[src/sv/pnpr_pkg.sv]
// package for the parallel nibble packet receiver
// types, codes and constants shared by pnpr_out_if and all modules; no dependencies
`default_nettype none

package pnpr_pkg;

    typedef enum logic [2:0] {
        PH_IDLE   = 3'd0,
        PH_LEN_LO = 3'd1,
        PH_LEN_HI = 3'd2,
        PH_DATA   = 3'd3,
        PH_CHECK  = 3'd4,
        PH_ERROR  = 3'd5
    } t_phase;

    typedef enum logic [1:0] {
        PKT_OK       = 2'd0,
        PKT_CHECKSUM = 2'd1,
        PKT_LENGTH   = 2'd2,
        PKT_TIMEOUT  = 2'd3
    } t_pkt_status;

    // register indexes on the configuration port
    localparam logic [1:0] REG_NIB_WAIT_MAX = 2'd0;
    localparam logic [1:0] REG_MAX_LENGTH   = 2'd1;
    localparam logic [1:0] REG_RETRY_LIMIT  = 2'd2;

    localparam int unsigned APB_ADDR_W = 4;
    localparam int unsigned APB_DATA_W = 32;

    localparam logic [15:0] RST_NIB_WAIT_MAX = 16'd3000;
    localparam logic [15:0] RST_MAX_LENGTH   = 16'd1514;
    localparam logic [3:0]  RST_RETRY_LIMIT  = 4'd3;

    // pin patterns and drive values
    localparam logic [4:0]  START_PATTERN = 5'h18;
    localparam logic [4:0]  ERROR_EXIT    = 5'h10;
    localparam logic [4:0]  DRIVE_NONE    = 5'h00;
    localparam logic [4:0]  DRIVE_START   = 5'h01;
    localparam logic [4:0]  DRIVE_ACK     = 5'h10;
    localparam logic [15:0] MIN_LENGTH    = 16'd8;

    typedef struct packed {
        logic [15:0] nib_wait_max;
        logic [15:0] max_length;
        logic [3:0]  retry_limit;
    } t_cfg;

endpackage : pnpr_pkg

`default_nettype wire

[src/sv/pnpr_if.sv]
// valid/ready channel interfaces of the receiver: tick samples in, results out
// depends on pnpr_pkg for the status code type
`default_nettype none

interface pnpr_in_if;
    logic       valid;
    logic       ready;
    logic [4:0] status_bits;

    modport source (output valid, output status_bits, input ready);
    modport sink   (input valid, input status_bits, output ready);
endinterface : pnpr_in_if

interface pnpr_out_if;
    logic                 valid;
    logic                 ready;
    logic [4:0]           port_drive;
    logic                 data_valid;
    logic [7:0]           data_byte;
    logic                 packet_done;
    pnpr_pkg::t_pkt_status packet_status;
    logic [15:0]          packet_length;
    logic                 receiving;

    modport source (output valid, output port_drive, output data_valid, output data_byte,
                    output packet_done, output packet_status, output packet_length,
                    output receiving, input ready);
    modport sink   (input valid, input port_drive, input data_valid, input data_byte,
                    input packet_done, input packet_status, input packet_length,
                    input receiving, output ready);
endinterface : pnpr_out_if

`default_nettype wire

[src/sv/parallel_nibble_packet_receiver.sv]
// top level of the parallel nibble packet receiver
// depends on pnpr_pkg, pnpr_if, pnpr_cfg_regs and pnpr_core
//
//   channel   dir  handshake          payload
//   i_in      in   valid/ready        status_bits[4:0], one pin sample per tick
//   o_out     out  valid/ready        port_drive, data_valid, data_byte,
//                                     packet_done, packet_status, packet_length, receiving
//   apb       in   psel/penable       nib_wait_max @0x0, max_length @0x4, retry_limit @0x8
//
// one item per cycle while the sink keeps up: a tick goes through the frame state logic
// in the accept cycle and its result sits in the output register from the next cycle
// a new item is taken whenever the output register is empty or being emptied, so a
// stalled sink holds exactly one result and back-pressures the sample stream
// synchronous active-low reset returns to idle with all counters cleared and the
// configuration registers at 3000, 1514 and 3
`default_nettype none

module parallel_nibble_packet_receiver (
    input  wire logic                           i_clk,
    input  wire logic                           i_rst_n,
    pnpr_in_if.sink                             i_in,
    pnpr_out_if.source                          o_out,
    input  wire logic                           psel,
    input  wire logic                           penable,
    input  wire logic                           pwrite,
    input  wire logic [pnpr_pkg::APB_ADDR_W-1:0] paddr,
    input  wire logic [pnpr_pkg::APB_DATA_W-1:0] pwdata,
    output logic      [pnpr_pkg::APB_DATA_W-1:0] prdata,
    output logic                                pready
);
    import pnpr_pkg::*;

    // live configuration, writes land at once
    t_cfg cfg;

    pnpr_cfg_regs u_cfg (
        .i_clk   (i_clk),
        .i_rst_n (i_rst_n),
        .psel    (psel),
        .penable (penable),
        .pwrite  (pwrite),
        .paddr   (paddr),
        .pwdata  (pwdata),
        .prdata  (prdata),
        .pready  (pready),
        .o_cfg   (cfg)
    );

    // frame state, nibble handshake, timeout tally and the result register
    pnpr_core u_core (
        .i_clk   (i_clk),
        .i_rst_n (i_rst_n),
        .i_cfg   (cfg),
        .i_in    (i_in),
        .o_out   (o_out)
    );

endmodule : parallel_nibble_packet_receiver

`default_nettype wire

[src/sv/pnpr_cfg_regs.sv]
// apb-style configuration registers of the receiver
// depends on pnpr_pkg
`default_nettype none

module pnpr_cfg_regs (
    input  wire logic                           i_clk,
    input  wire logic                           i_rst_n,
    input  wire logic                           psel,
    input  wire logic                           penable,
    input  wire logic                           pwrite,
    input  wire logic [pnpr_pkg::APB_ADDR_W-1:0] paddr,
    input  wire logic [pnpr_pkg::APB_DATA_W-1:0] pwdata,
    output logic      [pnpr_pkg::APB_DATA_W-1:0] prdata,
    output logic                                pready,
    output pnpr_pkg::t_cfg                      o_cfg
);
    import pnpr_pkg::*;

    t_cfg       r_cfg;
    logic       wr_en;
    logic [1:0] reg_idx;

    assign pready  = 1'b1;
    assign reg_idx = paddr[3:2];
    assign wr_en   = psel && penable && pwrite && pready;

    always_ff @(posedge i_clk) begin
        if (!i_rst_n) begin
            r_cfg.nib_wait_max <= RST_NIB_WAIT_MAX;
            r_cfg.max_length   <= RST_MAX_LENGTH;
            r_cfg.retry_limit  <= RST_RETRY_LIMIT;
        end else if (wr_en) begin
            unique case (reg_idx)
                REG_NIB_WAIT_MAX: r_cfg.nib_wait_max <= pwdata[15:0];
                REG_MAX_LENGTH:   r_cfg.max_length   <= pwdata[15:0];
                REG_RETRY_LIMIT:  r_cfg.retry_limit  <= pwdata[3:0];
                default: ;
            endcase
        end
    end

    always_comb begin
        unique case (reg_idx)
            REG_NIB_WAIT_MAX: prdata = {16'd0, r_cfg.nib_wait_max};
            REG_MAX_LENGTH:   prdata = {16'd0, r_cfg.max_length};
            REG_RETRY_LIMIT:  prdata = {28'd0, r_cfg.retry_limit};
            default:          prdata = '0;
        endcase
    end

    assign o_cfg = r_cfg;

endmodule : pnpr_cfg_regs

`default_nettype wire

[src/sv/pnpr_core.sv]
// frame state machine and result register of the receiver
// depends on pnpr_pkg and pnpr_if
`default_nettype none

module pnpr_core (
    input  wire logic           i_clk,
    input  wire logic           i_rst_n,
    input  wire pnpr_pkg::t_cfg i_cfg,
    pnpr_in_if.sink             i_in,
    pnpr_out_if.source          o_out
);
    import pnpr_pkg::*;

    t_phase      r_phase, n_phase;
    logic        r_nib, n_nib;
    logic [4:0]  r_prev;
    logic [15:0] r_len, n_len;
    logic [15:0] r_count, n_count;
    logic [7:0]  r_sum, n_sum;
    logic [3:0]  r_low, n_low;
    logic [15:0] r_wait, n_wait;
    logic [3:0]  r_tally, n_tally;
    logic [4:0]  r_drive, n_drive;

    // result register
    logic        r_out_valid;
    logic [4:0]  r_port_drive;
    logic        r_data_valid;
    logic [7:0]  r_data_byte;
    logic        r_packet_done;
    t_pkt_status r_packet_status;
    logic [15:0] r_packet_length;
    logic        r_receiving;

    logic        accept;
    logic [4:0]  s;
    logic        stable, taken;
    logic [7:0]  nib_byte;
    logic [15:0] wait_inc, len_hi;
    logic        res_valid, res_done;
    logic [7:0]  res_byte;
    t_pkt_status res_status;

    assign i_in.ready = !r_out_valid || o_out.ready;
    assign accept     = i_in.valid && i_in.ready;
    assign s          = i_in.status_bits;
    assign stable     = (s == r_prev);
    assign taken      = stable && (r_nib ? s[4] : !s[4]);
    assign nib_byte   = {s[3:0], r_low};
    assign wait_inc   = r_wait + 16'd1;
    assign len_hi     = {nib_byte, r_len[7:0]};

    // next state
    always_comb begin
        n_phase = r_phase;
        n_nib   = r_nib;
        n_len   = r_len;
        n_count = r_count;
        n_sum   = r_sum;
        n_low   = r_low;
        n_wait  = r_wait;
        n_tally = r_tally;
        n_drive = r_drive;
        unique case (r_phase)
            PH_ERROR: begin
                if (s == ERROR_EXIT) n_phase = PH_IDLE;
            end
            PH_LEN_LO, PH_LEN_HI, PH_DATA, PH_CHECK: begin
                if (!taken) begin
                    n_wait = wait_inc;
                    if (wait_inc >= i_cfg.nib_wait_max) begin
                        n_wait = '0;
                        if (r_tally < i_cfg.retry_limit) begin
                            n_tally = r_tally + 4'd1;
                        end else begin
                            n_drive = DRIVE_NONE;
                            n_nib   = 1'b0;
                            n_phase = PH_ERROR;
                        end
                    end
                end else if (!r_nib) begin
                    n_low   = s[3:0];
                    n_drive = DRIVE_ACK;
                    n_nib   = 1'b1;
                    n_wait  = '0;
                end else begin
                    n_drive = DRIVE_NONE;
                    n_nib   = 1'b0;
                    n_wait  = '0;
                    case (r_phase)
                        PH_LEN_LO: begin
                            n_len   = {r_len[15:8], nib_byte};
                            n_phase = PH_LEN_HI;
                        end
                        PH_LEN_HI: begin
                            n_len = len_hi;
                            if (len_hi > i_cfg.max_length || len_hi < MIN_LENGTH) begin
                                n_phase = PH_ERROR;
                            end else begin
                                n_count = '0;
                                n_sum   = '0;
                                n_phase = PH_DATA;
                            end
                        end
                        PH_DATA: begin
                            n_sum   = r_sum + nib_byte;
                            n_count = r_count + 16'd1;
                            if (n_count >= r_len) n_phase = PH_CHECK;
                        end
                        default: begin
                            n_phase = (nib_byte == r_sum) ? PH_IDLE : PH_ERROR;
                        end
                    endcase
                end
            end
            default: begin
                n_phase = PH_IDLE;
                if (s == START_PATTERN) begin
                    n_drive = DRIVE_START;
                    n_phase = PH_LEN_LO;
                    n_nib   = 1'b0;
                    n_len   = '0;
                    n_count = '0;
                    n_sum   = '0;
                    n_wait  = '0;
                    n_tally = '0;
                end
            end
        endcase
    end

    // result fields of this tick
    always_comb begin
        res_valid  = 1'b0;
        res_byte   = '0;
        res_done   = 1'b0;
        res_status = PKT_OK;
        unique case (r_phase)
            PH_LEN_LO, PH_LEN_HI, PH_DATA, PH_CHECK: begin
                if (!taken) begin
                    if (wait_inc >= i_cfg.nib_wait_max
                        && !(r_tally < i_cfg.retry_limit)) begin
                        res_done   = 1'b1;
                        res_status = PKT_TIMEOUT;
                    end
                end else if (r_nib) begin
                    case (r_phase)
                        PH_LEN_HI: begin
                            if (len_hi > i_cfg.max_length || len_hi < MIN_LENGTH) begin
                                res_done   = 1'b1;
                                res_status = PKT_LENGTH;
                            end
                        end
                        PH_DATA: begin
                            res_valid = 1'b1;
                            res_byte  = nib_byte;
                        end
                        PH_CHECK: begin
                            res_done   = 1'b1;
                            res_status = (nib_byte == r_sum) ? PKT_OK : PKT_CHECKSUM;
                        end
                        default: ;
                    endcase
                end
            end
            default: ;
        endcase
    end

    always_ff @(posedge i_clk) begin
        if (!i_rst_n) begin
            r_phase <= PH_IDLE;
            r_nib   <= 1'b0;
            r_prev  <= '0;
            r_len   <= '0;
            r_count <= '0;
            r_sum   <= '0;
            r_low   <= '0;
            r_wait  <= '0;
            r_tally <= '0;
            r_drive <= '0;
        end else if (accept) begin
            r_phase <= n_phase;
            r_nib   <= n_nib;
            r_prev  <= s;
            r_len   <= n_len;
            r_count <= n_count;
            r_sum   <= n_sum;
            r_low   <= n_low;
            r_wait  <= n_wait;
            r_tally <= n_tally;
            r_drive <= n_drive;
        end
    end

    always_ff @(posedge i_clk) begin
        if (!i_rst_n) begin
            r_out_valid <= 1'b0;
        end else if (accept) begin
            r_out_valid <= 1'b1;
        end else if (o_out.ready) begin
            r_out_valid <= 1'b0;
        end
    end

    always_ff @(posedge i_clk) begin
        if (accept) begin
            r_port_drive    <= n_drive;
            r_data_valid    <= res_valid;
            r_data_byte     <= res_byte;
            r_packet_done   <= res_done;
            r_packet_status <= res_status;
            r_packet_length <= res_done ? n_len : 16'd0;
            r_receiving     <= (n_phase != PH_IDLE);
        end
    end

    assign o_out.valid         = r_out_valid;
    assign o_out.port_drive    = r_port_drive;
    assign o_out.data_valid    = r_data_valid;
    assign o_out.data_byte     = r_data_byte;
    assign o_out.packet_done   = r_packet_done;
    assign o_out.packet_status = r_packet_status;
    assign o_out.packet_length = r_packet_length;
    assign o_out.receiving     = r_receiving;

    // a byte and a packet end never share one tick
    a_byte_not_done: assert property (@(posedge i_clk) disable iff (!i_rst_n)
        r_out_valid |-> !(r_data_valid && r_packet_done))
        else $error("data byte and packet end in one result");

    // a clean end leaves the packet, any error keeps the block in recovery
    a_done_receiving: assert property (@(posedge i_clk) disable iff (!i_rst_n)
        (r_out_valid && r_packet_done) |-> (r_receiving == (r_packet_status != PKT_OK)))
        else $error("receiving flag disagrees with packet status");

    // recovery always waits for a fresh low nibble
    a_error_nibble: assert property (@(posedge i_clk) disable iff (!i_rst_n)
        (r_phase == PH_ERROR) |-> !r_nib)
        else $error("nibble phase set in error recovery");

    // start pattern in idle opens a packet and acks it
    a_start: assert property (@(posedge i_clk) disable iff (!i_rst_n)
        (accept && r_phase == PH_IDLE && s == START_PATTERN)
        |=> (r_phase == PH_LEN_LO && r_drive == DRIVE_START))
        else $error("start pattern did not open a packet");

endmodule : pnpr_core

`default_nettype wire
[src/flat_wrapper.sv]
// flat-port wrapper written by rule: the top's interface ports become plain ports
module parallel_nibble_packet_receiver_flat import pnpr_pkg::*;
  (i_clk, i_rst_n, psel, penable, pwrite, paddr, pwdata, prdata, pready, i_in_valid, i_in_status_bits, i_in_ready, o_out_valid, o_out_port_drive, o_out_data_valid, o_out_data_byte, o_out_packet_done, o_out_packet_status, o_out_packet_length, o_out_receiving, o_out_ready);
  pnpr_in_if i_in_i ();
  pnpr_out_if o_out_i ();
  input  wire logic i_clk;
  input  wire logic i_rst_n;
  input  wire logic psel;
  input  wire logic penable;
  input  wire logic pwrite;
  input  wire logic [pnpr_pkg::APB_ADDR_W-1:0] paddr;
  input  wire logic [pnpr_pkg::APB_DATA_W-1:0] pwdata;
  output logic      [pnpr_pkg::APB_DATA_W-1:0] prdata;
  output logic pready;
  input wire logic [$bits(i_in_i.valid)-1:0] i_in_valid;
  input wire logic [$bits(i_in_i.status_bits)-1:0] i_in_status_bits;
  output wire logic [$bits(i_in_i.ready)-1:0] i_in_ready;
  output wire logic [$bits(o_out_i.valid)-1:0] o_out_valid;
  output wire logic [$bits(o_out_i.port_drive)-1:0] o_out_port_drive;
  output wire logic [$bits(o_out_i.data_valid)-1:0] o_out_data_valid;
  output wire logic [$bits(o_out_i.data_byte)-1:0] o_out_data_byte;
  output wire logic [$bits(o_out_i.packet_done)-1:0] o_out_packet_done;
  output wire logic [$bits(o_out_i.packet_status)-1:0] o_out_packet_status;
  output wire logic [$bits(o_out_i.packet_length)-1:0] o_out_packet_length;
  output wire logic [$bits(o_out_i.receiving)-1:0] o_out_receiving;
  input wire logic [$bits(o_out_i.ready)-1:0] o_out_ready;
  assign i_in_i.valid = i_in_valid;
  assign i_in_i.status_bits = i_in_status_bits;
  assign i_in_ready = i_in_i.ready;
  assign o_out_valid = o_out_i.valid;
  assign o_out_port_drive = o_out_i.port_drive;
  assign o_out_data_valid = o_out_i.data_valid;
  assign o_out_data_byte = o_out_i.data_byte;
  assign o_out_packet_done = o_out_i.packet_done;
  assign o_out_packet_status = o_out_i.packet_status;
  assign o_out_packet_length = o_out_i.packet_length;
  assign o_out_receiving = o_out_i.receiving;
  assign o_out_i.ready = o_out_ready;
  parallel_nibble_packet_receiver u_core (.i_clk(i_clk), .i_rst_n(i_rst_n), .i_in(i_in_i), .o_out(o_out_i), .psel(psel), .penable(penable), .pwrite(pwrite), .paddr(paddr), .pwdata(pwdata), .prdata(prdata), .pready(pready));
endmodule
[config.mk]
export PLATFORM = sky130hd
export DESIGN_NAME = parallel_nibble_packet_receiver_flat
export DESIGN_NICKNAME = d
export VERILOG_FILES = /design/src/sv/pnpr_pkg.sv /design/src/sv/pnpr_if.sv /design/src/sv/parallel_nibble_packet_receiver.sv /design/src/sv/pnpr_cfg_regs.sv /design/src/sv/pnpr_core.sv /design/src/flat_wrapper.sv
export SDC_FILE = /design/constraint.sdc
export NUM_CORES = 1
export LEC_CHECK = 0
export ABC_CLOCK_PERIOD_IN_PS = 4000
export BUFFER_PORTS_ARGS = -buffer_cell sky130_fd_sc_hd__buf_2
export CAP_MARGIN = 0
export CORE_UTILIZATION = 50
export DETAILED_ROUTE_END_ITERATION = 10
export HOLD_SLACK_MARGIN = 0.1
export PLACE_DENSITY = 0.73
export SYNTH_ARGS = -nofsm -noshare
export SYNTH_HDL_FRONTEND = slang
export SYNTH_SLANG_ARGS = --single-unit
[constraint.sdc]
create_clock -name i_clk -period 4 [get_ports i_clk]
set_input_delay 0.4 -clock i_clk [delete_from_list [all_inputs] [get_ports i_clk]]
set_output_delay 0.4 -clock i_clk [all_outputs]
set_load 0.03 [all_outputs]
==> impl_results.md, run 1 <==
- Status: complete, no violations
- Inserted Diodes: 0
- Clock slew at reported path FFs: 70 ps
- Worst Tran Pin Value: 956 ps
- Finished Layout Cells: 1353
- Ports: 117
- Chip width: 135 um
- Routed WL: 21900 um
- Cell area power density: 331 mW/mm2
- Share of layout cells above drive strength 1: 17.6%
- Post-layout net count: 1225
- Antenna Nets Post-Route: 0
- CP max FO: 17
- LEAKAGE: 4.20 nW
- Cell taking the most area after synthesis: dfxtp_1
- Critical path type: flip-flop to flip-flop
- Top-area cell type share of the netlist area: 26.2%
- Placed Instances: 1320
- Final Power: 0.00340 W
- Layout area overhead: 16.8%
- Initial Util: 50.9%
- Largest net degree at the start of global routing: 67
- First-pass GRT wire length: 35300 um
- Hold Path Class: primary input to flip-flop
- Critical Path AT: 4010 ps
- EDFF count, synth: 34
- Max Freq: 0.261 GHz
- Final period util: 95.8%
- Core area: 0.0172 mm2
- Die area: 0.0181 mm2
- Maximum VDD drop: 0.333 mV
- Clk_skew: 9.99 ps
- Clk_lat worst skew: 430 ps
- Cts bufs inserted: 17
- Placer Congestion: 0.933
- Req. time, crit path: 4180 ps
- Final min period: 3830 ps
- # DRC: 0
- DR iter-0 viols: 702
- Post-synth top flop: dfxtp_1
- Mapped Cells: 1016
- Die Ht: 135 um
- Yosys cell types: 66
- CTS tree: yes
- Setup TNS: 0 ps
- DR vias/cell: 5.65
- CTS Buffer Depth: 2
- Number of synthesized register bits: 149
- Global route overflow: 0
- Synth async-reset ratio: 0%
- Via count: 7638
- Slew margin rel.: 36.0%
- R2R Setup Slk: 170 ps
- CTS Hold Bufs: 0
- Global Route Usage Sum: 25.0%
- Worst setup EP type: flip-flop
- Port bufs: 81
- Initial antenna violation count: 0
- CP Launch Type: flip-flop
- Final Hold Viols: 0
- Synth area leaders: dfxtp_1, edfxtp_1, ha_1
- CTS Root Cell: clkbuf_16
- Final HPWL DP: 15500 um
- Syn Area/Cell: 8.64 um2
- Syn Std Cell Area: 0.00878 mm2
- Maxcap violations: 0
- Yosys Warn Count: 0
- FP Rows: 48
- Final Slew Violations: 0
- Vias in the first global route: 6882
- Routed len/inst: 16.2 um
- Endpoints failing setup: 0
- CTS HTree Levels: 4
- CTS Sinks: 149
- Detailed Routing Iterations Pass 1: 5
- Post-synthesis sequential area ratio: 37.9%
## report_power, final
part	internal [W]	leakage (nW)	switching (W)
clock network	0.000807	0.259	0.000701
logic	0.0000945	2.66	0.000220
registers	0.00156	1.27	0.0000127
total	0.00246	4.20	0.000933
## state kept, by name (all words and copies together), names as in the netlist
name                               count
u_core.u_core.r_len                   16
u_core.u_core.o_out.packet_done        1
u_core.u_core.o_out.port_drive         5
u_core.u_core.r_nib                    1
u_core.u_core.r_wait                  16
u_core.u_cfg.o_cfg                    36
u_core.u_core.o_out.data_valid         1
u_core.u_core.r_phase                  3
u_core.u_core.o_out.valid              1
u_core.u_core.r_low                    4
u_core.u_core.o_out.receiving          1
u_core.u_core.r_count                 16
u_core.u_core.o_out.packet_status      2
u_core.u_core.r_tally                  4
u_core.u_core.r_drive                  5
u_core.u_core.r_prev                   5
u_core.u_core.o_out.data_byte          8
u_core.u_core.o_out.packet_length     16
u_core.u_core.r_sum                    8
## routing by layer
layer | vias to the layer above | part of all wire [%] | GRT usage, %
li1 | 3769 | - | -
met1 | 3558 | 46 | 33.7
met2 | 271 | 45 | 40.2
met3 | 40 | 6.2 | 4.58
met4 | 0 | 2.3 | 8.55
met5 | - | 0 | 0
## synthesized netlist by cell type, types with 24 or more instances
library cell,number
nand2_1,130
nor2_1,62
nand3_1,30
a21oi_1,48
nor2b_1,46
dfxtp_1,115
inv_1,61
o21ai_0,40
clkbuf_1,40
mux2i_1,24
a22oi_1,28
ha_1,61
a21boi_0,32
edfxtp_1,34
## path summary, 6_finish.rpt
path              cells past startpoint                     from                                    to
setup / recovery                     17  u_core.u_core.r_wait[0]  u_core.u_core.o_out.packet_length[5]
hold / removal                        3                pwdata[8]                u_core.u_cfg.o_cfg[12]
setup reg to reg                     17  u_core.u_core.r_wait[0]  u_core.u_core.o_out.packet_length[5]
hold reg to reg                       2   u_core.u_core.r_sum[2]                u_core.u_core.r_sum[2]
## placed cells by master, fill, tap and decap left out, types with 19 or more instances in the layout
cell type	synthesis	final
a21boi_0	32	32
a21oi_1	48	47
a22oi_1	28	28
and3_1	23	22
buf_2	1	81
buf_4	17	45
dfxtp_1	115	112
edfxtp_1	34	34
ha_1	61	61
inv_1	61	61
mux2i_1	24	24
nand2_1	130	130
nand3_1	30	29
nor2_1	62	61
nor2b_1	46	46
o211ai_1	23	23
o21ai_0	40	38
xor2_1	19	19
## critical path: stages (launching register included)
cell,delay (ps)
dfxtp_2,370
nand2_1,110
or4_4,570
nor2_2,130
and3_1,190
and3_4,200
xor2_1,160
ha_1,260
nand4_1,140
inv_1,100
a2111oi_4,330
o21ai_2,130
buf_4,170
a21oi_4,140
nor2_1,100
a22oi_2,230
buf_12,170
nor2_1,70
## area by class of cell
class | instances | area (um2)
fillers | 1527 | 6980
multi-input cells | 756 | 5080
flip-flops and latches | 149 | 3330
repair buffers | 128 | 778
clock buffers | 17 | 425
well taps | 225 | 282
inverters | 63 | 236
clock inverters | 15 | 121
## metrics by stage
step	util [%]	instance area [um2]	hold slack [ps]	worst slack, ps
after floorplan	-	8840	434	3.75
after global placement	55.6	9580	443	26.6
after detailed placement	55.6	9580	456	-104
after CTS	58.9	10100	207	10.8
after global routing	59.5	10300	210	-20.1
final	59.5	10300	212	167
## kinds of logic (layout without fill, tap and decap cells)
| logic type | Yosys count | in the layout | share of synthesized area (%) |
|---|---|---|---|
| DFF | 149 | 149 | 37.9 |
| xor gates and xnor gates | 37 | 37 | 4.33 |
| other | 2 | 17 | 0.0856 |
| adders and majority gates | 62 | 62 | 8.92 |
| AOI/OAI and AO/OA | 234 | 234 | 17.9 |
| and+or+nand+nor | 382 | 382 | 21.8 |
| muxes | 24 | 24 | 2.74 |
| buffers and inverters | 126 | 223 | 6.39 |
## timing repair
action	CTS	global route
pin swaps	0	3
resized for setup	5	23
endpoints found under the setup margin	30	41
buffers inserted	1	0
Note: power is estimated with default switching activity, not from simulation.
==> run 2: changes to the inputs <==
--- a/config.mk
+++ b/config.mk
@@ -12,6 +12,7 @@
 export DETAILED_ROUTE_END_ITERATION = 10
 export HOLD_SLACK_MARGIN = 0.1
 export PLACE_DENSITY = 0.73
+export SLEW_MARGIN = 40
 export SYNTH_ARGS = -nofsm -noshare
 export SYNTH_HDL_FRONTEND = slang
 export SYNTH_SLANG_ARGS = --single-unit
==> constraint.sdc (replaced) <==
create_clock -name i_clk -period 4 [get_ports i_clk]
set_input_delay 0.6 -clock i_clk [delete_from_list [all_inputs] [get_ports i_clk]]
set_output_delay 0.6 -clock i_clk [all_outputs]
set_load 0.03 [all_outputs]
==> run 2 against run 1 <==
  * Via count barely moved
  * Global-route usage rose by 0.49 points
  * Critical path depth fell by 1
  * Total power rose by 7.4%
  * Worst setup slack got worse by 12 ps
  * Clock power rose by 17%
  * Critical endpoint is now u_core.u_core.r_wait[13]
  * Largest cell class unchanged
==> impl_results.md, run 2 (synthesis gave the netlist of run 1 again) <==
- Cell area power density: 352 mW/mm2 (+6.2%)
- Antenna Nets Post-Route: 0 (unchanged)
- DR iter-0 viols: 599 (-15%)
- CTS Hold Bufs: 0 (unchanged)
- Endpoints failing setup: 0 (unchanged)
- Detailed Routing Iterations Pass 1: 5 (unchanged)
- Switching Power: 0.000884 W (-5.3%)
- Die Ht: 135 um (unchanged)
- Global Route Usage Sum: 25.5% (+0.49 points)
- Final period util: 96.1% (+0.31 points)
- Hold Path Class: primary input to flip-flop
- Maximum VDD drop: 0.287 mV (-14%)
- Post-layout net count: 1228 (+0.24%)
- Req. time, crit path: 4360 ps (+180 ps)
- Ports: 117 (unchanged)
- Final min period: 3850 ps (+12.4 ps)
- Initial Util: 50.9% (unchanged)
- Hold Slack: 409 ps (+197 ps)
- Largest net degree at the start of global routing: 82 (+22%)
- Area post-placement: 0.00961 mm2 (+0.35%)
- # DRC: 0 (unchanged)
- Worst setup EP type: flip-flop
- CP max FO: 20 (+3)
- Slew margin rel.: 50.5% (+14 points)
- Placer Congestion: 0.961 (+3.0%)
- CTS Sinks: 149 (unchanged)
- CTS tree: yes
- Vias in the first global route: 7168 (+4.2%)
- Final Hold Viols: 0 (unchanged)
- Commonest cells after routing, fill and taps aside: nand2_1, dfxtp_1, buf_2, nor2_1, inv_1
- Placed Instances: 1324 (+0.30%)
- Cell Int Power: 0.00277 W (+12%)
- Clk_skew: 7.55 ps (-2.44 ps)
- Clk_lat worst skew: 430 ps (about the same)
- Core area: 0.0172 mm2 (unchanged)
- Global route overflow: 0 (unchanged)
- Clock slew at reported path FFs: 60 ps (about the same)
- Cts bufs inserted: 17 (unchanged)
- Status: complete, no violations
- LEAKAGE: 4.24 nW (+1.1%)
- DR vias/cell: 5.63 (-0.30%)
- Maxcap violations: 0 (unchanged)
- Die area: 0.0181 mm2 (unchanged)
- Finished Layout Cells: 1356 (+0.22%)
- Worst Tran Pin Value: 743 ps (-214 ps)
- Final Power: 0.00365 W (+7.4%)
- Via count: 7632 (-0.079%)
- # fillers: 1485 (-2.8%)
- Switching share of power: 24.2% (-3.2 points)
- Share of power burned in registers: 43.2% (-3.2 points)
- Initial antenna violation count: 0 (unchanged)
- Chip width: 135 um (unchanged)
- CTS Root Cell: clkbuf_16
- Share of layout cells above drive strength 1: 17.8% (+0.22 points)
- CTS HTree Levels: 4 (unchanged)
- Utilization after layout: 60.2% (+0.70 points)
- CTS Buffer Depth: 2 (unchanged)
- Port bufs: 81 (unchanged)
- Layout area overhead: 18.2%
- FP Rows: 48 (unchanged)
- Final Slew Violations: 0 (unchanged)
- Max FFs per register: 36 (unchanged)
- Clock power share: 48.1% (+3.7 points)
- Commonest non-fill, non-tap cell in the layout: nand2_1
- Inserted Diodes: 0 (unchanged)
- Critical path type: flip-flop to flip-flop
- Post-layout instance area: 0.0104 mm2 (+1.2%)
- Max Freq: 0.260 GHz (-0.32%)
- Critical Path AT: 4210 ps (+200 ps)
- Routed WL: 22300 um (+1.9%)
- Comb power frac: 8.7% (-0.6 points)
- Routed len/inst: 16.5 um (+1.7%)
- Final HPWL DP: 15600 um (+0.48%)
- First-pass GRT wire length: 36200 um (+2.4%)
- CP Launch Type: flip-flop
[run 2: cell types whose count changed in the layout (fill, tap and decap cells not counted), moves of 2 or more]
| cell | change |
|---|---|
| bufinv_16 | +5 |
| o21ai_0 | -4 |
| buf_4 | +2 |
| inv_6 | -4 |
| clkbuf_1 | +2 |
| nor3b_2 | +3 |
| o21ai_1 | +4 |
| nor3b_1 | -3 |
| clkinv_4 | -2 |
[run 2: what timing repair did]
| action | CTS | global route |
|---|---|---|
| setup buffers | 0 | 0 |
| endpoints found under the setup margin | 30 | 43 |
| hold endpoints to repair | 0 | 0 |
| pin swaps | 2 | 2 |
| resized for setup | 4 | 29 |
[run 2: stage by stage]
step | setup TNS, ps | worst slack [ps]
floorplan | 0 | 3.75
CTS | 0 | 13.7
global placement | -9.67 | -4.86
global route | -1320 | -82.0
finish | 0 | 154
detailed placement | 0 | 0.392
[run 2: cell type report]
| cell class | instances | area (um2) | share of cell area (%) |
|---|---|---|---|
| Multi-Input combinational cell | 756 | 5090 | 49.0 |
| Sequential cell | 149 | 3330 | 32.1 |
| Timing Repair Buffer | 131 | 805 | 7.76 |
| Clock buffer | 19 | 433 | 4.17 |
| Tap cell | 225 | 282 | 2.71 |
| Inverter | 63 | 236 | 2.28 |
| Clock inverter | 13 | 205 | 1.98 |
[run 2: power groups by stage]
| stage | combinational (W) | sequential (W) | clock [W] |
|---|---|---|---|
| finish | 0.000317 | 0.00158 | 0.00176 |
| global route | 0.000340 | 0.00158 | 0.00183 |
| CTS | 0.000313 | 0.00158 | 0.00177 |
| detailed placement | 0.000311 | 0.00161 | 0 |
| global placement | 0.000307 | 0.00161 | 0 |
| floorplan | 0.000196 | 0.00164 | 0 |
[run 2: worst paths after layout]
| check | startpoint | endpoint | slack (ps) | depth (start not counted) |
|---|---|---|---|---|
| hold / removal | pwdata[10] | u_core.u_cfg.o_cfg[14] | 410 | 3 |
| setup / recovery | u_core.u_core.r_wait[1] | u_core.u_core.r_wait[13] | 150 | 16 |
| hold reg to reg | u_core.u_core.r_sum[2] | u_core.u_core.r_sum[2] | 460 | 2 |
| setup reg to reg | u_core.u_core.r_wait[1] | u_core.u_core.r_wait[13] | 150 | 16 |
[run 2: critical path, cell delays in order, from the launching register on]
cell	delay, ps
dfxtp_1	360
nand2_1	110
or4_4	560
nor2_2	130
and3_1	200
and3_4	200
xor2_1	180
ha_1	280
nand4_1	150
inv_1	90
a2111oi_4	320
o21ai_2	170
or4_4	450
buf_8	180
nor3b_2	190
a21oi_1	60
nor2b_1	120
[run 2: per-layer routing]
metal  track usage (%)  part of all wire (%)
met1              33.8                    45
met2              41.2                    47
met3              4.62                   6.4
met4              10.1                   2.0
met5                 0                     0
==> run 3: changes to the inputs <==
--- a/config.mk
+++ b/config.mk
@@ -11,8 +11,9 @@
 export CORE_UTILIZATION = 50
 export DETAILED_ROUTE_END_ITERATION = 10
 export HOLD_SLACK_MARGIN = 0.1
-export PLACE_DENSITY = 0.73
+export PLACE_DENSITY = 0.74
 export SLEW_MARGIN = 40
 export SYNTH_ARGS = -nofsm -noshare
 export SYNTH_HDL_FRONTEND = slang
+export SYNTH_HIERARCHICAL = 1
 export SYNTH_SLANG_ARGS = --single-unit
==> run 3 against run 2 <==
  * Critical path depth stayed put
  * Clock skew is 3.4 ps higher
  * Highest routed layer unchanged
  * Flip-flop and latch count stayed put
  * Sequential share of layout area is 1.4 points higher
  * Core utilization is 1.1 points lower
==> impl_results.md, run 3 <==
- Mapped Cells: 991 (-2.5%)
- CTS tree: yes
- CTS Buffer Depth: 2 (unchanged)
- Yosys Warn Count: 6 (+6)
- Inserted Diodes: 0 (unchanged)
- Maximum VDD drop: 0.310 mV (+8.0%)
- Post-synthesis adder-cell area fraction: 8.99% (+0.068 points)
- Port bufs: 81 (unchanged)
- WHS Path Cells: 3 (unchanged)
- Clk_lat worst skew: 430 ps (about the same)
- Worst Tran Pin Value: 797 ps (+54.0 ps)
- # DRC: 0 (unchanged)
- Mux cell area share after synthesis: 6.09% (+3.4 points)
- DR iter-0 viols: 680 (+14%)
- Commonest cells after routing, fill and taps aside: dfxtp_1, nand2_1, buf_2, nor2_1, inv_1
- Chip width: 134 um (-0.37%)
- Post-synthesis sequential area ratio: 38.1% (+0.29 points)
- Hold Path Class: primary input to flip-flop
- Routed len/inst: 15.9 um (-3.6%)
- Crit path to: u_core/u_core/o_out.receiving
- CP max FO: 5 (-75%)
- Xor/xnor cell area share of the yosys netlist: 4.12% (-0.21 points)
- Worst path cell trace: and4_1 > and2_1 > nor2b_1 > and3_1 > and3_1 > nand3_1 > xnor2_2 > ha_1 > nand4_1 > a21oi_2 > o211ai_1 > buf_4 > buf_4 > o311a_1 > nand3_1 > nand4bb_1
- Area post-placement: 0.00935 mm2 (-2.7%)
- Switching Power: 0.000938 W (+6.1%)
- Number of synthesized register bits: 149 (unchanged)
- Utilization after layout: 59.1% (-1.1 points)
- Maxcap violations: 0 (unchanged)
- Worst setup EP type: flip-flop
- Critical Path AT: 4020 ps (-190 ps)
- First-pass GRT wire length: 33400 um (-7.9%)
- RSZ-0062 raised after global routing: false
- Initial Util: 51.8% (+0.87 points)
- Switching share of power: 27.5% (+3.3 points)
- Detailed Routing Iterations Pass 1: 5 (unchanged)
- Commonest non-fill, non-tap cell in the layout: dfxtp_1
- Count leader, synth: dfxtp_1
- Top-area cell type share of the netlist area: 26.4% (+0.20 points)
- Syn Area/Cell: 8.79 um2 (+1.7%)
- DR vias/cell: 5.70 (+1.2%)
- Global route overflow: 0 (unchanged)
- CTS Sinks: 149 (unchanged)
- Placer Congestion: 0.879 (-8.6%)
- Cell taking the most area after synthesis: dfxtp_1
- Layout area overhead: 14.1%
- Cts bufs inserted: 17 (unchanged)
- Via count: 7444 (-2.5%)
- FP Rows: 47 (-2.1%)
- CTS Hold Bufs: 0 (unchanged)
- Share of power burned in registers: 46.4% (+3.2 points)
- Global Route Usage Sum: 23.5% (-2.0 points)
- Crit. path cell count: 16 (unchanged)
- Worst-case reg-to-reg path depth: 16 (unchanged)
- Final Slew Violations: 0 (unchanged)
- Post-synth top cells: dfxtp_1, nand2_1, nor2_1, inv_1, ha_1
- Post-synthesis simple-gate area fraction: 18.7% (-3.1 points)
- Setup TNS: 0 ps (unchanged)
- Cell Int Power: 0.00247 W (-11%)
- Final HPWL DP: 14800 um (-5.2%)
- Max FFs per register: 36 (unchanged)
- Initial antenna violation count: 0 (unchanged)
- CTS Root Cell: clkbuf_16
- R2R Setup Slk: 150 ps (about the same)
- Ports: 117 (unchanged)
- Final period util: 96.2% (about the same)
- R2r startpoint: u_core/u_core/r_wait[3]
- LEAKAGE: 4.28 nW (+0.85%)
- Routed WL: 20700 um (-7.1%)
- Pre-CTS WS: 52.0 ps (+51.7 ps)
- Cell area power density: 342 mW/mm2 (-2.7%)
- Post-layout net count: 1184 (-3.6%)
- Delay-heaviest family, CP: simple AND/OR/NAND/NOR gates
- Req. time, crit path: 4170 ps (-190 ps)
- Clock slew at reported path FFs: 70 ps (about the same)
- Post-synth top flop: dfxtp_1
- Crit path max-delay cell type: dfxtp_1
- Critical Path Max Stage Delay: 410 ps (-150 ps)
- Post-route setup slack: 153 ps (-0.979 ps)
- Comb power frac: 8.8% (about the same)
- Yosys cell types: 77 (+17%)
- Slew margin rel.: 46.9% (-3.6 points)
- Clock power share: 44.9% (-3.2 points)
- Antenna Nets Post-Route: 0 (unchanged)
- Die Ht: 134 um (-0.37%)
- Synth area leaders: dfxtp_1, edfxtp_1, ha_1
- Vias in the first global route: 6693 (-6.6%)
- Synth Area in Compound Gates: 16.7% (-1.2 points)
- CP Launch Type: flip-flop
- Critical path type: flip-flop to flip-flop
- Main combinational cell family by area after synthesis: simple AND/OR/NAND/NOR gates
- Synth async-reset ratio: 0% (unchanged)
- Status: complete, no violations
- Share of layout cells above drive strength 1: 15.4% (-2.4 points)
- Largest net degree at the start of global routing: 55 (-33%)
- Syn Std Cell Area: 0.00871 mm2 (-0.76%)
- Reg2reg end: u_core/u_core/o_out.receiving
- Final Hold Viols: 0 (unchanged)
- Max Freq: 0.260 GHz (about the same)
- Final min period: 3850 ps (+0.979 ps)
- Clk_skew: 11.0 ps (+3.44 ps)
- CTS HTree Levels: 4 (unchanged)
- Endpoints failing setup: 0 (unchanged)
- Core area: 0.0168 mm2 (-2.4%)
- Die area: 0.0180 mm2 (-0.74%)
- Final Power: 0.00340 W (-6.8%)
- Buf/Inv on CP: 2 (unchanged)
- EDFF count, synth: 34 (unchanged)
- Crit path from: u_core/u_core/r_wait[3]
- Post-layout instance area: 0.00994 mm2 (-4.2%)
[run 3: changes by cell type after synthesis, sizes merged, moves of 8 or more]
| cell | change |
|---|---|
| nand4 | -9 |
| and2 | +11 |
| mux2i | +29 |
| nor2b | -20 |
| nor3 | -8 |
| buf | +11 |
| nand2b | -8 |
| a21boi | -34 |
| nand2 | -22 |
| o211ai | -16 |
| nor2 | +16 |
| clkbuf | -8 |
[run 3: metrics by stage]
| step | hold slack [ps] | instances |
|---|---|---|
| 2_1_floorplan | 421 | 1006 |
| 3_3_place_gp | 436 | 1274 |
| 3_5_place_dp | 442 | 1274 |
| 4_1_cts | 405 | 1306 |
| 5_1_grt | 419 | 1307 |
| 6_report | 413 | 1307 |
[run 3: cell type report]
| cell class | count | area [um2] |
|---|---|---|
| multi-input combinational | 723 | 4850 |
| inverter | 68 | 258 |
| tap | 220 | 275 |
| fill | 1495 | 6880 |
| timing repair buffer | 115 | 673 |
| clock buffer | 17 | 425 |
| clock inverter | 15 | 131 |
| sequential | 149 | 3320 |
[run 3: worst min-delay path by stage]
stage                                        start                         to  slack, ps
final                                   i_in_valid  u_core/u_core/o_out.valid        410
after global routing                     pwdata[9]     u_core/u_cfg/o_cfg[13]        420
after CTS                               i_in_valid  u_core/u_core/o_out.valid        400
after detailed placement  u_core/u_core/r_drive[1]   u_core/u_core/r_drive[1]        440
after global placement    u_core/u_core/r_drive[2]   u_core/u_core/r_drive[2]        440
after floorplan           u_core/u_core/r_drive[1]   u_core/u_core/r_drive[1]        420
[run 3: cells by family after synthesis]
family	Yosys count
simple gates	330
compound gates	220
flops	149
buf+inv	134
fa+ha+maj	62
mux	53
xor+xnor	41
other cells	2
[run 3: power by group through the flow]
stage / Clock (W) / Combinational, W / Sequential [W]
6_report: 0.00153 / 0.000298 / 0.00158
5_1_grt: 0.00161 / 0.000321 / 0.00158
4_1_cts: 0.00155 / 0.000295 / 0.00158
3_5_place_dp: 0 / 0.000294 / 0.00161
3_3_place_gp: 0 / 0.000290 / 0.00161
2_1_floorplan: 0 / 0.000194 / 0.00164
[run 3: tightest hold or removal path, stage by stage]
cell,delay (ps)
buf_2,100
inv_1,40
a21oi_1,50
[run 3: per-layer routing]
layer  GRT usage, %  vias up  share of wire, %  wire length, um
met4           8.40        0               1.9              397
li1               -     3644                 -                -
met5              0        -                 0                0
met1           30.8     3514                45             9430
met2           38.5      255                47             9700
met3           4.69       31               5.8             1200
[run 3: repair_timing]
action                                  in CTS  in global routing
endpoints found under the setup margin       0                 25
buffers inserted                             0                  1
resized for setup                            0                  7
